<file path="src/olist_pkg.sv">
package olist_pkg;

    localparam int DEPTH      = 16;
    localparam int DATA_WIDTH = 32;

    localparam int POS_W  = 5;
    localparam int VAL_W  = 32;
    localparam int STAT_W = 2;
    localparam int FUNC_W = 2;

    localparam int ADDR_W = $clog2(DEPTH);
    localparam int CNT_W  = $clog2(DEPTH + 1);
    localparam int CMP_W  = ((CNT_W > POS_W) ? CNT_W : POS_W) + 1;

    typedef enum logic [FUNC_W-1:0] {
        OP_INSERT = 2'd0,
        OP_DELETE = 2'd1,
        OP_GET    = 2'd2,
        OP_LOCATE = 2'd3
    } func_t;

    typedef enum logic [STAT_W-1:0] {
        ST_OK    = 2'd0,
        ST_RANGE = 2'd1,
        ST_FULL  = 2'd2
    } status_t;

endpackage

</file>
<file path="src/olist_ram.sv">
module olist_ram #(
    parameter int WIDTH = 32,
    parameter int DEPTH = 16
) (
    input  logic                     aclk,
    input  logic                     we,
    input  logic [$clog2(DEPTH)-1:0] waddr,
    input  logic [WIDTH-1:0]         wdata,
    input  logic [$clog2(DEPTH)-1:0] raddr,
    output logic [WIDTH-1:0]         rdata
);

    logic [WIDTH-1:0] mem_reg [DEPTH];
    logic [WIDTH-1:0] rdata_reg;

    always_ff @(posedge aclk) begin
        if (we) begin
            mem_reg[waddr] <= wdata;
        end
        rdata_reg <= mem_reg[raddr];
    end

    assign rdata = rdata_reg;

endmodule

</file>
<file path="src/ordered_list_insert_delete_search.sv">
// Ordered list of up to DEPTH words held in a dual-port RAM (one write, one registered read
// per cycle) plus an entry count. Each transfer on the s_ channel carries one operation
// (insert, delete, get, locate) and yields exactly one transfer on the m_ channel. The
// block works on one operation at a time: s_ready is high only while it is idle, and an
// accepted item may wait in the result register while the next one is taken. Entries are
// moved or compared one per cycle through the RAM read port: an insert at position p moves
// entries p..count one place up, last first, then writes the item (an append only writes),
// a delete or get reads from p upward, a locate compares from entry 1 until a match or
// the end; a rejected operation goes straight to the done state, where a result waits while
// m_valid waits on m_ready. No clearing pass follows reset: words past the count go unused.
module ordered_list_insert_delete_search (
    input  logic                          aclk,
    input  logic                          aresetn,
    input  logic                          s_valid,
    output logic                          s_ready,
    input  logic [olist_pkg::FUNC_W-1:0]  s_func,
    input  logic [olist_pkg::POS_W-1:0]   s_position,
    input  logic [olist_pkg::VAL_W-1:0]   s_item_value,
    output logic                          m_valid,
    input  logic                          m_ready,
    output logic [olist_pkg::STAT_W-1:0]  m_status,
    output logic [olist_pkg::VAL_W-1:0]   m_read_value,
    output logic [olist_pkg::POS_W-1:0]   m_found_position,
    output logic [olist_pkg::POS_W-1:0]   m_entry_count
);

    typedef enum logic [3:0] {
        S_IDLE,
        S_UP,
        S_UP_END,
        S_PUT,
        S_DN,
        S_DN_END,
        S_SCAN,
        S_SCAN_END,
        S_DONE
    } state_t;

    state_t                                 state_reg, state_next;
    logic [olist_pkg::CNT_W-1:0]            count_reg, count_next;
    olist_pkg::func_t                       func_reg, func_next;
    logic [olist_pkg::ADDR_W-1:0]           ptr_reg, ptr_next;
    logic [olist_pkg::ADDR_W-1:0]           end_reg, end_next;
    logic [olist_pkg::DATA_WIDTH-1:0]       item_reg, item_next;
    logic                                   pend_valid_reg, pend_valid_next;
    logic [olist_pkg::ADDR_W-1:0]           pend_addr_reg, pend_addr_next;
    logic                                   first_reg, first_next;
    logic                                   cap_reg, cap_next;
    olist_pkg::status_t                     res_status_reg, res_status_next;
    logic [olist_pkg::VAL_W-1:0]            res_value_reg, res_value_next;
    logic [olist_pkg::POS_W-1:0]            res_found_reg, res_found_next;
    logic                                   m_valid_reg, m_valid_next;
    olist_pkg::status_t                     m_status_reg, m_status_next;
    logic [olist_pkg::VAL_W-1:0]            m_read_value_reg, m_read_value_next;
    logic [olist_pkg::POS_W-1:0]            m_found_position_reg, m_found_position_next;
    logic [olist_pkg::POS_W-1:0]            m_entry_count_reg, m_entry_count_next;

    logic                                   ram_we;
    logic [olist_pkg::ADDR_W-1:0]           ram_waddr;
    logic [olist_pkg::DATA_WIDTH-1:0]       ram_wdata;
    logic [olist_pkg::ADDR_W-1:0]           ram_raddr;
    logic [olist_pkg::DATA_WIDTH-1:0]       ram_rdata;

    logic [olist_pkg::CMP_W-1:0]            pos_x;
    logic [olist_pkg::CMP_W-1:0]            cnt_x;
    logic                                   match;

    olist_ram #(
        .WIDTH (olist_pkg::DATA_WIDTH),
        .DEPTH (olist_pkg::DEPTH)
    ) u_ram (
        .aclk  (aclk),
        .we    (ram_we),
        .waddr (ram_waddr),
        .wdata (ram_wdata),
        .raddr (ram_raddr),
        .rdata (ram_rdata)
    );

    assign pos_x = olist_pkg::CMP_W'(s_position);
    assign cnt_x = olist_pkg::CMP_W'(count_reg);
    assign match = (ram_rdata == item_reg);

    always_comb begin
        state_next            = state_reg;
        count_next            = count_reg;
        func_next             = func_reg;
        ptr_next              = ptr_reg;
        end_next              = end_reg;
        item_next             = item_reg;
        pend_valid_next       = pend_valid_reg;
        pend_addr_next        = pend_addr_reg;
        first_next            = first_reg;
        cap_next              = cap_reg;
        res_status_next       = res_status_reg;
        res_value_next        = res_value_reg;
        res_found_next        = res_found_reg;
        m_valid_next          = m_valid_reg;
        m_status_next         = m_status_reg;
        m_read_value_next     = m_read_value_reg;
        m_found_position_next = m_found_position_reg;
        m_entry_count_next    = m_entry_count_reg;
        ram_we                = 1'b0;
        ram_waddr             = pend_addr_reg;
        ram_wdata             = ram_rdata;
        ram_raddr             = ptr_reg;

        if (m_valid_reg && m_ready) begin
            m_valid_next = 1'b0;
        end

        unique case (state_reg)
            S_IDLE: begin
                if (s_valid) begin
                    func_next       = olist_pkg::func_t'(s_func);
                    item_next       = olist_pkg::DATA_WIDTH'(s_item_value);
                    res_status_next = olist_pkg::ST_OK;
                    res_value_next  = '0;
                    res_found_next  = '0;
                    pend_valid_next = 1'b0;
                    cap_next        = 1'b0;
                    first_next      = 1'b1;
                    unique case (olist_pkg::func_t'(s_func))
                        olist_pkg::OP_INSERT: begin
                            if (pos_x == '0 || pos_x > cnt_x + olist_pkg::CMP_W'(1)) begin
                                res_status_next = olist_pkg::ST_RANGE;
                                state_next      = S_DONE;
                            end else if (count_reg == olist_pkg::CNT_W'(olist_pkg::DEPTH)) begin
                                res_status_next = olist_pkg::ST_FULL;
                                state_next      = S_DONE;
                            end else begin
                                end_next = olist_pkg::ADDR_W'(pos_x - olist_pkg::CMP_W'(1));
                                if (pos_x - olist_pkg::CMP_W'(1) == cnt_x) begin
                                    state_next = S_PUT;
                                end else begin
                                    ptr_next   = olist_pkg::ADDR_W'(cnt_x - olist_pkg::CMP_W'(1));
                                    state_next = S_UP;
                                end
                            end
                        end
                        olist_pkg::OP_DELETE,
                        olist_pkg::OP_GET: begin
                            if (pos_x == '0 || pos_x > cnt_x) begin
                                res_status_next = olist_pkg::ST_RANGE;
                                state_next      = S_DONE;
                            end else begin
                                ptr_next = olist_pkg::ADDR_W'(pos_x - olist_pkg::CMP_W'(1));
                                if (olist_pkg::func_t'(s_func) == olist_pkg::OP_DELETE) begin
                                    end_next = olist_pkg::ADDR_W'(cnt_x - olist_pkg::CMP_W'(1));
                                end else begin
                                    end_next = olist_pkg::ADDR_W'(pos_x - olist_pkg::CMP_W'(1));
                                end
                                state_next = S_DN;
                            end
                        end
                        olist_pkg::OP_LOCATE: begin
                            if (count_reg == '0) begin
                                state_next = S_DONE;
                            end else begin
                                ptr_next   = '0;
                                end_next   = olist_pkg::ADDR_W'(cnt_x - olist_pkg::CMP_W'(1));
                                state_next = S_SCAN;
                            end
                        end
                        default: begin
                            state_next = S_DONE;
                        end
                    endcase
                end
            end

            // read downward, write each word one place up
            S_UP: begin
                ram_we          = pend_valid_reg;
                pend_valid_next = 1'b1;
                pend_addr_next  = ptr_reg + olist_pkg::ADDR_W'(1);
                if (ptr_reg == end_reg) begin
                    state_next = S_UP_END;
                end else begin
                    ptr_next = ptr_reg - olist_pkg::ADDR_W'(1);
                end
            end

            S_UP_END: begin
                ram_we          = pend_valid_reg;
                pend_valid_next = 1'b0;
                state_next      = S_PUT;
            end

            S_PUT: begin
                ram_we     = 1'b1;
                ram_waddr  = end_reg;
                ram_wdata  = item_reg;
                count_next = count_reg + olist_pkg::CNT_W'(1);
                state_next = S_DONE;
            end

            // read upward, capture the first word, write the rest one place down
            S_DN: begin
                ram_we          = pend_valid_reg;
                if (cap_reg) begin
                    res_value_next = olist_pkg::VAL_W'(ram_rdata);
                end
                cap_next        = first_reg;
                first_next      = 1'b0;
                pend_valid_next = !first_reg;
                pend_addr_next  = ptr_reg - olist_pkg::ADDR_W'(1);
                if (ptr_reg == end_reg) begin
                    state_next = S_DN_END;
                end else begin
                    ptr_next = ptr_reg + olist_pkg::ADDR_W'(1);
                end
            end

            S_DN_END: begin
                ram_we = pend_valid_reg;
                if (cap_reg) begin
                    res_value_next = olist_pkg::VAL_W'(ram_rdata);
                end
                cap_next        = 1'b0;
                pend_valid_next = 1'b0;
                if (func_reg == olist_pkg::OP_DELETE) begin
                    count_next = count_reg - olist_pkg::CNT_W'(1);
                end
                state_next = S_DONE;
            end

            S_SCAN: begin
                pend_valid_next = 1'b1;
                pend_addr_next  = ptr_reg;
                if (pend_valid_reg && match) begin
                    res_found_next  = olist_pkg::POS_W'(olist_pkg::CNT_W'(pend_addr_reg)
                                                        + olist_pkg::CNT_W'(1));
                    pend_valid_next = 1'b0;
                    state_next      = S_DONE;
                end else if (ptr_reg == end_reg) begin
                    state_next = S_SCAN_END;
                end else begin
                    ptr_next = ptr_reg + olist_pkg::ADDR_W'(1);
                end
            end

            S_SCAN_END: begin
                pend_valid_next = 1'b0;
                if (match) begin
                    res_found_next = olist_pkg::POS_W'(olist_pkg::CNT_W'(pend_addr_reg)
                                                       + olist_pkg::CNT_W'(1));
                end
                state_next = S_DONE;
            end

            S_DONE: begin
                if (!m_valid_reg || m_ready) begin
                    m_valid_next          = 1'b1;
                    m_status_next         = res_status_reg;
                    m_read_value_next     = res_value_reg;
                    m_found_position_next = res_found_reg;
                    m_entry_count_next    = olist_pkg::POS_W'(count_reg);
                    state_next            = S_IDLE;
                end
            end

            default: begin
                state_next = S_IDLE;
            end
        endcase
    end

    always_ff @(posedge aclk) begin
        if (!aresetn) begin
            state_reg      <= S_IDLE;
            count_reg      <= '0;
            pend_valid_reg <= 1'b0;
            first_reg      <= 1'b0;
            cap_reg        <= 1'b0;
            m_valid_reg    <= 1'b0;
        end else begin
            state_reg      <= state_next;
            count_reg      <= count_next;
            pend_valid_reg <= pend_valid_next;
            first_reg      <= first_next;
            cap_reg        <= cap_next;
            m_valid_reg    <= m_valid_next;
        end
        func_reg             <= func_next;
        ptr_reg              <= ptr_next;
        end_reg              <= end_next;
        item_reg             <= item_next;
        pend_addr_reg        <= pend_addr_next;
        res_status_reg       <= res_status_next;
        res_value_reg        <= res_value_next;
        res_found_reg        <= res_found_next;
        m_status_reg         <= m_status_next;
        m_read_value_reg     <= m_read_value_next;
        m_found_position_reg <= m_found_position_next;
        m_entry_count_reg    <= m_entry_count_next;
    end

    assign s_ready          = (state_reg == S_IDLE);
    assign m_valid          = m_valid_reg;
    assign m_status         = m_status_reg;
    assign m_read_value     = m_read_value_reg;
    assign m_found_position = m_found_position_reg;
    assign m_entry_count    = m_entry_count_reg;

`ifndef NO_ASSERTIONS
    assert property (@(posedge aclk) disable iff (!aresetn)
        s_valid && s_ready |=> state_reg != S_IDLE)
        else $error("transfer accepted but sequencer stayed idle");

    assert property (@(posedge aclk) disable iff (!aresetn)
        $rose(m_valid_reg) |-> $past(state_reg == S_DONE))
        else $error("result raised outside the done state");

    assert property (@(posedge aclk) disable iff (!aresetn)
        ram_we |-> state_reg != S_IDLE && state_reg != S_DONE
                   && state_reg != S_SCAN && state_reg != S_SCAN_END)
        else $error("RAM written outside a move or put");

    assert property (@(posedge aclk) disable iff (!aresetn)
        $past(aresetn) |-> count_reg == $past(count_reg)
                           || count_reg == $past(count_reg) + olist_pkg::CNT_W'(1)
                           || count_reg == $past(count_reg) - olist_pkg::CNT_W'(1))
        else $error("entry count moved by more than one");

    assert property (@(posedge aclk) disable iff (!aresetn)
        m_valid_reg && m_status_reg != olist_pkg::ST_OK
            |-> m_read_value_reg == '0 && m_found_position_reg == '0)
        else $error("error result carries data");
`endif

endmodule
</file>
<file path="config.mk">
export PLATFORM = sky130hd
export DESIGN_NAME = ordered_list_insert_delete_search
export DESIGN_NICKNAME = d
export VERILOG_FILES = /design/src/olist_pkg.sv /design/src/olist_ram.sv /design/src/ordered_list_insert_delete_search.sv
export SDC_FILE = /design/constraint.sdc
export NUM_CORES = 1
export LEC_CHECK = 0
export BUFFER_PORTS_ARGS = -buffer_cell sky130_fd_sc_hd__buf_2
export CORE_ASPECT_RATIO = 0.6
export CORE_MARGIN = 1
export CORE_UTILIZATION = 55
export CTS_BUF_LIST = sky130_fd_sc_hd__clkbuf_16
export DETAILED_ROUTE_END_ITERATION = 12
export PLACE_DENSITY_LB_ADDON = 0.05
export SKIP_CTS_REPAIR_TIMING = 1
export SYNTH_ARGS = -nofsm -noshare
export SYNTH_HDL_FRONTEND = slang
export SYNTH_SLANG_ARGS = --single-unit
export TNS_END_PERCENT = 10
</file>
<file path="constraint.sdc">
create_clock -name aclk -period 5.06 [get_ports aclk]
set_input_delay 0.506 -clock aclk [delete_from_list [all_inputs] [get_ports aclk]]
set_output_delay 0.506 -clock aclk [all_outputs]
set_load 0.03 [all_outputs]
</file>
==> metrics <==
status=finished clean; Setup TNS=0 ps; via count=13480; Root Buffer Master=clkbuf_16; H-tree Lvls=2; Die X-Extent=approximately 290 um; Placer Congestion=approximately 0.92; initial cell density of the core=between 50% and 60%; most frequent cells in the layout=641 x edfxtp_1, 160 x mux4_2, 127 x nand2_1; gr ovfl total=0; first drt pass iteration count=5; cell family with most CP delay=simple AND/OR/NAND/NOR gates; fin crit share=about 72%; CP cell instances=nand2_1, nor3_4, a31oi_1, nor2_4; Netlist Area Pre-Place=between 0.02 and 0.03 mm^2; Critical Path Sink Type=flop; Die ar.=approximately 0.050 mm^2; core area=between 0.04 and 0.05 mm^2; worst vdd ir=roughly 0.35 mV; EDFF count, synth=about 640; Critical Path Start Type=flop; Worst Path Buf+Inv=0; CP Class=reg -> reg; Max Cap Violations=0; Sequential Area=0.02015 mm^2; Max Fanout on Critical Path=32; worst hold path type=in -> reg; clk_lat worst skew=610 ps; Final Instance Area=0.03020 mm^2; sequential share of power=between 50% and 60%; Final ANT Viol Nets=0; fmax=about 0.27 GHz; # fillers=roughly 3400; Final HPWL DP=between 30 and 40 mm; share of cells above drive strength 1=26.18%; Combinational Power Share=roughly 18%; global-route wire length before repair=89.84 mm; setup slack, reg-to-reg=around 1400 ps; placed inst area=roughly 0.028 mm^2; initial antenna violation count=1; sw frac=around 28%; number of antenna repair diodes=0; clk buf depth=3; DRC viols=0; Num CTS Buffers=a little under 60; WL/cell=28.15 um; syn nets=around 1400; Yosys top cell by area=edfxtp_1; wirelength, routed=a little over 60 mm; number of flip-flops under the largest register name=slightly above 500; area share of the largest cell type after synthesis=between 70% and 80%; slew at the pin closest to its max-slew limit=~1200 ps; iteration-0 DRC count of the detailed router=1578; vias in the first global route=~13000; skew final=about 25 ps; count of final setup violators=0; Net Switching=4019 uW; Primary FF master, synth=edfxtp_1; max_slew headroom=between 20% and 30%; Final min period=around 3700 ps; Mapped Avg Cell Area=roughly 20 um^2; Slowest-stage cell, CP=nor2_4; ys async rst share=0%; area of the multi-input gates=between 0.006 and 0.007 mm^2; post-synthesis sequential area ratio=~75%; CTS tree=done; routed vias/inst=around 6; max incr delay on CP=approximately 1000 ps; IO Pins=89; commonest non-fill, non-tap cell in the layout=edfxtp_1; final number of hold-violating endpoints=0; Yosys reg bits=between 600 and 700; Tot GR Track Use=between 20% and 30%; Cell Rows=62; Die Y=around 170 um; port bufs=88; Pint=approximately 11000 uW; post-synthesis cell type count=71; Synth-to-Final Area Change=12.04%; post-route setup slack=1405 ps; largest cells by area after synthesis=edfxtp_1 71%, mux4_2 13%, dfxtp_1 3.3%; RSZ-0062 raised after global routing=no; cells after synthesis=1378; Critical Path RT=between 5000 and 6000 ps; largest net degree at the start of global routing=77; clk slew on worst S/H paths=70 ps; pre-CTS setup slack=approximately 1400 ps; final slew viol count=0; Crit path arrival time=between 3000 and 4000 ps; Clock Sinks=about 700; Leak Pwr=~0.010 uW; Synth Warn #=0; nets=roughly 1600; pwr dens=~480 mW/mm^2; Clk pwr share=between 30% and 40%
==> layer usage <==
metal  share of wire, %  vias to the layer above  global-route usage, %
li1                   -                     5763                      -
met1                 48                     7062                  42.53
met2                 41                      588                  33.17
met3                9.7                       60                  6.671
met4                1.7                        2                  4.960
met5              0.016                        -                      0
==> synthesized netlist by cell type, drive strengths merged, types with 3 or more instances <==
library cell / count
edfxtp: 641
nor3b: 7
clkbuf: 25
buf: 33
mux4: 160
nand3: 17
a22oi: 3
ha: 23
a31oi: 7
nor3: 13
nor4: 12
and3: 5
a21o: 4
a211oi: 4
nor2b: 5
xnor2: 18
nand4: 3
o22ai: 7
nand2: 127
nor2: 46
and2: 34
inv: 26
o21ai: 15
a21oi: 23
o221ai: 5
xor2: 37
dfxtp: 45
==> area by class of cell <==
type	count	area share (%)
Clock inverter	50	1.359
Sequential cell	686	66.72
Clock buffer	60	4.972
Inverter	27	0.3356
Tap cell	640	2.652
Timing Repair Buffer	118	2.287
Multi-Input combinational cell	606	21.68
==> stage by stage <==
| step | util [%] | power [uW] | hold slack [ps] | instances |
|---|---|---|---|---|
| 2_1_floorplan | - | 9212 | 400.3 | 1378 |
| 5_1_grt | 62.79 | 15100 | 52.24 | 2187 |
| 6_report | 62.79 | 14580 | 77.05 | 2187 |
| 3_5_place_dp | 58.82 | 10250 | 405.2 | 2077 |
| 4_1_cts | 62.79 | 14660 | 49.60 | 2187 |
| 3_3_place_gp | 58.82 | 10180 | 402.1 | 2077 |
==> logic make-up after synthesis <==
family / Yosys count / share of synthesized area (%)
flip-flops: 686 / 74.75
AND/OR/NAND/NOR: 279 / 5.180
multiplexers: 163 / 13.48
buffers and inverters: 86 / 1.481
AO/OA/AOI/OAI: 85 / 2.145
XOR/XNOR: 55 / 1.815
adder cells (fa/ha/maj): 24 / 1.142
==> final timing paths <==
kind / from / to / cells after the start
max: state_reg[1] / u_ram.mem_reg[0][22] / 4
min: s_item_value[7] / item_reg[7] / 1
max reg2reg: state_reg[1] / u_ram.mem_reg[0][22] / 4
min reg2reg: res_value_reg[23] / m_read_value[23] / 0
==> power groups by stage <==
stage,clock [uW],sequential [uW],combinational (uW)
3_5_place_dp,0,7580,2670
3_3_place_gp,0,7570,2620
4_1_cts,4530,7460,2670
2_1_floorplan,0,7530,1680
6_report,4460,7470,2660
5_1_grt,4750,7490,2860
(Power assumes the default switching activity.)
